### config.mk
export PLATFORM = sky130hd
export DESIGN_NAME = tfs_ctrl
export DESIGN_NICKNAME = d
export VERILOG_FILES = /design/src/tfs_pkg.sv /design/src/tfs_ctrl.sv
export VERILOG_INCLUDE_DIRS = /design/src /design/src/src
export SDC_FILE = /design/constraint.sdc
export NUM_CORES = 1
export LEC_CHECK = 0
export BUFFER_PORTS_ARGS = -buffer_cell sky130_fd_sc_hd__buf_4
export CAP_MARGIN = 20
export CORE_MARGIN = 8
export CORE_UTILIZATION = 55
export DETAILED_ROUTE_END_ITERATION = 12
export GPL_TIMING_DRIVEN = 0
export PLACE_DENSITY = 0.82
export RECOVER_POWER = 100
export SLEW_MARGIN = 0
export SYNTH_ARGS = -nofsm -noshare
export SYNTH_HDL_FRONTEND = slang
export SYNTH_SLANG_ARGS = --single-unit
### constraint.sdc
create_clock -name clk -period 4.5 [get_ports clk]
set_input_delay 0.675 -clock clk [delete_from_list [all_inputs] [get_ports clk]]
set_output_delay 0.675 -clock clk [all_outputs]
set_load 0.05 [all_outputs]
### src/assert_macros.svh
// Assertion helpers used by the RTL.
`ifndef ASSERT_MACROS_SVH
`define ASSERT_MACROS_SVH

`define ASSERT_IMPL(label, clk, rst_n, a, c) \
  label: assert property (@(posedge clk) disable iff (!rst_n) (a) |-> (c)) \
    else $error("assertion failed");

`define ASSERT_NEXT(label, clk, rst_n, a, c) \
  label: assert property (@(posedge clk) disable iff (!rst_n) (a) |=> (c)) \
    else $error("assertion failed");

`endif

### src/tfs_pkg.sv
package tfs_pkg;
  localparam int MaxOrderDef  = 2;
  localparam int ValueBitsDef = 32;
  localparam int CfgIdxW      = 3;
  localparam int CfgDataW     = 32;

  localparam logic [CfgIdxW-1:0] REG_ORDER_NUM = 3'd0;
  localparam logic [CfgIdxW-1:0] REG_ORDER_DEN = 3'd1;
  localparam logic [CfgIdxW-1:0] REG_NUM0      = 3'd2;
  localparam logic [CfgIdxW-1:0] REG_NUM1      = 3'd3;
  localparam logic [CfgIdxW-1:0] REG_NUM2      = 3'd4;
  localparam logic [CfgIdxW-1:0] REG_DEN0      = 3'd5;
  localparam logic [CfgIdxW-1:0] REG_DEN1      = 3'd6;
  localparam logic [CfgIdxW-1:0] REG_DEN2      = 3'd7;

  typedef enum logic [3:0] {
    S_IDLE,
    S_DIFF_START,
    S_DIFF_WAIT,
    S_MAC_NUM,
    S_MAC_DEN,
    S_SUM_SAT,
    S_TOP_START,
    S_TOP_WAIT,
    S_EULER_MUL,
    S_EULER_ADD,
    S_OUT
  } state_t;

  typedef struct packed {
    logic       load;
    logic       diff_start;
    logic       diff_store;
    logic       mac_num;
    logic       mac_den;
    logic       sum_sat;
    logic       top_start;
    logic       top_store;
    logic       euler_mul;
    logic       euler_add;
    logic       out_load;
    logic [3:0] idx;
  } cmd_t;

  typedef struct packed {
    logic       div_done;
    logic       top_zero;
    logic [3:0] nb;
    logic [3:0] na;
  } stat_t;
endpackage

### src/tfs_ctrl.sv
module tfs_ctrl
  import tfs_pkg::*;
(
  input  logic  clk,
  input  logic  rst_n,
  input  logic  in_valid,
  output logic  in_ready,
  output logic  out_valid,
  input  logic  out_ready,
  input  stat_t stat,
  output cmd_t  cmd
);
  `include "assert_macros.svh"
  state_t state_r, state_nxt;
  logic [3:0] idx_r, idx_nxt;
  logic ov_r, ov_nxt;

  always_ff @(posedge clk) begin
    if (!rst_n) begin
      state_r <= S_IDLE;
      idx_r <= '0;
      ov_r <= 1'b0;
    end else begin
      state_r <= state_nxt;
      idx_r <= idx_nxt;
      ov_r <= ov_nxt;
    end
  end

  always_comb begin
    state_nxt = state_r;
    idx_nxt = idx_r;
    ov_nxt = ov_r;
    cmd = '0;
    cmd.idx = idx_r;
    in_ready = 1'b0;
    if (ov_r && out_ready) ov_nxt = 1'b0;
    unique case (state_r)
      S_IDLE: begin
        in_ready = 1'b1;
        if (in_valid) begin
          cmd.load = 1'b1;
          idx_nxt = 4'd0;
          state_nxt = (stat.nb == 4'd0) ? S_MAC_NUM : S_DIFF_START;
        end
      end
      S_DIFF_START: begin
        cmd.diff_start = 1'b1;
        state_nxt = S_DIFF_WAIT;
      end
      S_DIFF_WAIT: begin
        if (stat.div_done) begin
          cmd.diff_store = 1'b1;
          idx_nxt = idx_r + 4'd1;
          state_nxt = (idx_r + 4'd1 == stat.nb) ? S_MAC_NUM : S_DIFF_START;
          if (idx_r + 4'd1 == stat.nb) idx_nxt = 4'd0;
        end
      end
      S_MAC_NUM: begin
        cmd.mac_num = 1'b1;
        idx_nxt = idx_r + 4'd1;
        if (idx_r == stat.nb) begin
          idx_nxt = 4'd0;
          state_nxt = (stat.na == 4'd0) ? S_SUM_SAT : S_MAC_DEN;
        end
      end
      S_MAC_DEN: begin
        cmd.mac_den = 1'b1;
        idx_nxt = idx_r + 4'd1;
        if (idx_r + 4'd1 == stat.na) state_nxt = S_SUM_SAT;
      end
      S_SUM_SAT: begin
        cmd.sum_sat = 1'b1;
        state_nxt = S_TOP_START;
      end
      S_TOP_START: begin
        cmd.top_start = 1'b1;
        state_nxt = stat.top_zero ? S_OUT : S_TOP_WAIT;
      end
      S_TOP_WAIT: begin
        if (stat.div_done) begin
          cmd.top_store = 1'b1;
          idx_nxt = stat.na;
          state_nxt = (stat.na == 4'd0) ? S_OUT : S_EULER_MUL;
        end
      end
      S_EULER_MUL: begin
        cmd.euler_mul = 1'b1;
        state_nxt = S_EULER_ADD;
      end
      S_EULER_ADD: begin
        cmd.euler_add = 1'b1;
        idx_nxt = idx_r - 4'd1;
        state_nxt = (idx_r == 4'd1) ? S_OUT : S_EULER_MUL;
      end
      S_OUT: begin
        if (!ov_r || out_ready) begin
          cmd.out_load = 1'b1;
          ov_nxt = 1'b1;
          state_nxt = S_IDLE;
        end
      end
      default: state_nxt = S_IDLE;
    endcase
  end

  assign out_valid = ov_r;

  `ASSERT_IMPL(a_ready_idle, clk, rst_n, in_ready, state_r == S_IDLE)
  `ASSERT_NEXT(a_out_set, clk, rst_n, cmd.out_load, ov_r)
  `ASSERT_IMPL(a_one_div, clk, rst_n, cmd.diff_start, !cmd.top_start)
endmodule

* Yosys cells after proc, flatten, opt, wreduce, memory -nomap -nowiden
Cells that the tools add are included.
Storage, ports and cells: output and inout bits 17, bits in writable memories 0, input port bits 14, memories 0, bits in latches 0, bits in read-only memories 0, register bits 9, logic and storage cells 71
Operators by class: eq/ne operators 20, multiply operators 0, divide/modulo/power cells 0, order comparisons 0, reductions and logical operators 9, shifts and indexed selects 0, $add $sub $neg 2, muxes and demuxes 37, bitwise gates (word level) 0
Operators by type and width (count):
- $mux W4 | 12
- $pmux W4 S11 | 1
- $pmux W4 S6 | 1
- $mux W1 | 19
- $eq A4 B3 Y1 const B | 4
- $eq A4 B4 Y1 | 3
- $eq A4 B4 Y1 const B | 3
- $logic_not A4 Y1 | 3
- $ne A2 B2 Y1 const B | 6
- $eq A4 B1 Y1 const B | 2
- $eq A4 B2 Y1 const B | 2
- $mux W2 | 4
- $reduce_and A6 Y1 | 1
- $reduce_bool A6 Y1 | 1
- $add A4 B1 Y4 const B | 1
- $reduce_and A4 Y1 | 1
- $sub A4 B1 Y4 const B | 1
- $logic_and A1 B1 Y1 | 1
- $logic_not A1 Y1 | 1
- $logic_or A1 B1 Y1 | 1

* Logic depth before layout (Yosys ltp)
depth after elaboration 5, mapped depth 8, depth with buffers taken out 7

* Least setup slack after synthesis
OpenSTA, ideal clock, no wires.
kind reg2out, start reg state_r[3], end out cmd[14] (netlist bit), stages on the path, launching flop included 5, arrival time 2.825 ns, setup slack 1.000 ns, path buffers 2, required time 3.825 ns, cell sequence dfxtp_1 clkbuf_1 clkbuf_1 nor4_1 and2_1
RTL lines:
- start, declared | line tfs_ctrl.sv:14 | state_t state_r, state_nxt;
- start signal, assigned | line tfs_ctrl.sv:24 | state_r <= state_nxt;
- end, declared | line tfs_ctrl.sv:11 | output cmd_t cmd

==> impl_metrics.toml <==
[sta]
fmax_ghz = 0.352
period_needed_ns = 2.84
slew_headroom_pct = 59.1
report.final.hold_viol_count = 0
slew_viol_final = 0
rsz0062_at_grt = "no"
setup_ws_ns = 1.66
finClkSkew_ns = 0.00871
period_share_pct = 63.1
finalSetupViolations = 0
worstMarginPinSlew_ns = 0.617
setup-tns-final_ns = 0

[critical_path]
worstSetupEndpoint = "cmd[7]"
worstSetupPathType = "register to primary output"
r2r-start = "idx_r[0]"
slowest_stage = "clkbuf_1"
path_max_fanout = 10
critical_path.startpoint_type = "register"
path_common_cell = "clkbuf_1"
required_ns = 3.83
crit_start = "state_r[2]"
r2r_end = "state_r[2]"
arrival_ns = 2.16
worst_setup_path_end_kind = "primary output"
path_cells = "clkbuf_1 > nand2_1 > nor2_1 > and2_1 > clkbuf_1"
rr_worst_depth = 7
r2r_slack_ns = 2.11
cpPeakStageDelay_ns = 0.47

[yosys]
synth-seq-cells = 9
syn-num-nets = 159
async_flop_share_pct = 0
synthDistinctLibCells = 47
synth.largest_area_cell = "dfxtp_1"
synthDominantCellAreaShare_pct = 17.1
synthTopCellsByArea = "dfxtp_1 17%, xnor2_1 6.7%, nor2_1 5.0%"
yosysSeqAreaShare_pct = 17.1
synth-main-ff-cell = "dfxtp_1"
synthCells = 142
netlist_area_sq_um = 1050
avgSynthCellArea_sq_um = 7.41
yosys_warnings = 0
synth_edf_count = 0

[power_and_ir_drop]
p_switching_uw = 239
seqPwrFrac_pct = 21.6
p_sw_share_pct = 53.2
clkPwrFrac_pct = 16.0
power.leakage_uw = 0.000500
p_int_uw = 210
power_density_nw_per_um2 = 351
vdd_drop_max_uv = 251
pwr-share-comb_pct = 62.4

[cells_and_area]
syn_to_final_growth_pct = 21.8
final_common_cell = "clkbuf_1"
layout_common_cells = "23 x clkbuf_1, 16 x buf_4, 14 x nor2_1"
seq_area_sq_um = 180
nets = 194
nFillCells = 199
drive_gt1_share_pct = 13.6
n_antenna_cell = 0
multi_input_area_sq_um = 796

[routing]
dr_total_vias = 1263
avgRoutedWirePerCell_um = 16.6
dr.first_iter.drc_count = 89
drc = 0
drt-total-wl_mm = 3.37
ant_nets = 0
drt-vias-per-instance = 6.22
firstDrtPassIters = 4

[cts]
cts_sinks = 9
cts_tree = "built"
hold_buffers = 0
cts_resized = 0
cts_buffer_depth = 2
cts_setup_buffers = 0
clk_latency_ns = 0.29
h-tree-depth = 1
numCtsBuffers = 3
cts-root-buf = "clkbuf_4"
cts.clk_slew.worst_paths_ns = 0.08

[die]
start_util_pct = 55.9
ios = 31
fp.dieW_um = 59.7
die_h_um = 59.7
num_rows = 16
core_area_sq_um = 1880
die_area_sq_um = 3570

[global_route]
grt_usage_pct = 20.5
grt_pass1_vias = 1172
antenna_found_initial = 0
grt_max_degree = 11
grt_pass1_wl_mm = 5.62
grt_remaining_overflow = 0

[placed_design]
portBuffers = 30
place.gp.congestion = 0.976
dpl.hpwl_mm = 2.64
place_ws_ns = 2.15

[run]
drv_cap = 0

[min_path]
hp-class = "register to register"

[run_status]
status = "finished clean"
-- area by class of cell --
cell class | count | share of cell area, %
plain buffers | 10 | 3.61
flip-flops and latches | 9 | 14.1
clock buffers | 4 | 2.05
multi-input cells | 116 | 62.1
repair buffers | 30 | 13.5
well taps | 27 | 2.64
inverters | 7 | 2.05
-- Yosys cell counts (3+ instances only) --
| cell type | count |
|---|---|
| inv_1 | 6 |
| nor2_1 | 14 |
| and2_1 | 3 |
| dfxtp_1 | 9 |
| nand3_1 | 5 |
| nor2b_1 | 3 |
| ha_1 | 3 |
| xor2_1 | 6 |
| o21ai_1 | 3 |
| a21oi_1 | 9 |
| o21ai_0 | 6 |
| clkbuf_1 | 5 |
| nand2_1 | 9 |
| xnor2_1 | 8 |
| buf_2 | 4 |
| nand2b_1 | 3 |
| nor3_1 | 5 |
-- cell families after synthesis --
logic type / after synthesis / share of synthesized area, %
AO/OA/AOI/OAI: 39 / 27.0
AND/OR/NAND/NOR: 57 / 29.8
buffers and inverters: 17 / 7.25
adder cells (fa/ha/maj): 3 / 3.57
flip-flops: 9 / 17.1
multiplexers: 2 / 2.02
XOR/XNOR: 15 / 13.2
-- power groups by stage --
stage / combinational [uW] / sequential [uW] / clock [uW]
2_1_floorplan: 208 / 99.2 / 0
5_1_grt: 299 / 99.1 / 77.5
4_1_cts: 291 / 97.3 / 72.6
3_3_place_gp: 283 / 98.4 / 0
6_report: 280 / 97.2 / 71.7
3_5_place_dp: 290 / 99.2 / 0
-- flip-flops by register name, summed over array words and instances, names as in the netlist --
signal and cells:
idx_r 4, out_valid 1, state_r 4
-- worst max-delay path, delay by kind of cell, from the launching register on --
kind / cells / cell delay (ns)
and+or+nand+nor: 3 / 0.76
DFF: 1 / 0.33
buffers and inverters: 2 / 0.79
-- metal layers --
metal / part of all wire [%] / GRT usage (%) / vias up
met2: 50 / 34.0 / 72
met5: 0 / 0 / -
met4: 1.6 / 7.82 / 0
li1: - / - / 586
met1: 39 / 25.0 / 598
met3: 8.8 / 4.09 / 7
-- worst min path at each step --
stage | from | to | cells past startpoint | slack [ns]
after floorplan | state_r[1] | state_r[1] | 3 | 0.66
after global placement | idx_r[1] | idx_r[1] | 2 | 0.59
after detailed placement | idx_r[1] | idx_r[1] | 2 | 0.59
after CTS | idx_r[1] | idx_r[1] | 2 | 0.60
after global routing | idx_r[1] | idx_r[1] | 2 | 0.67
final | idx_r[1] | idx_r[1] | 2 | 0.63
-- stage by stage --
stage,area [sq um],hold slack [ns],std cells,utilization (%),power (uW)
4_1_cts,1340,0.604,203,71.1,460
5_1_grt,1280,0.673,203,68.1,476
3_5_place_dp,1310,0.592,199,69.7,389
3_3_place_gp,1310,0.590,199,69.7,381
6_report,1280,0.633,203,68.1,449
2_1_floorplan,1050,0.657,142,-,307
Power figures use the tool's default switching activity.
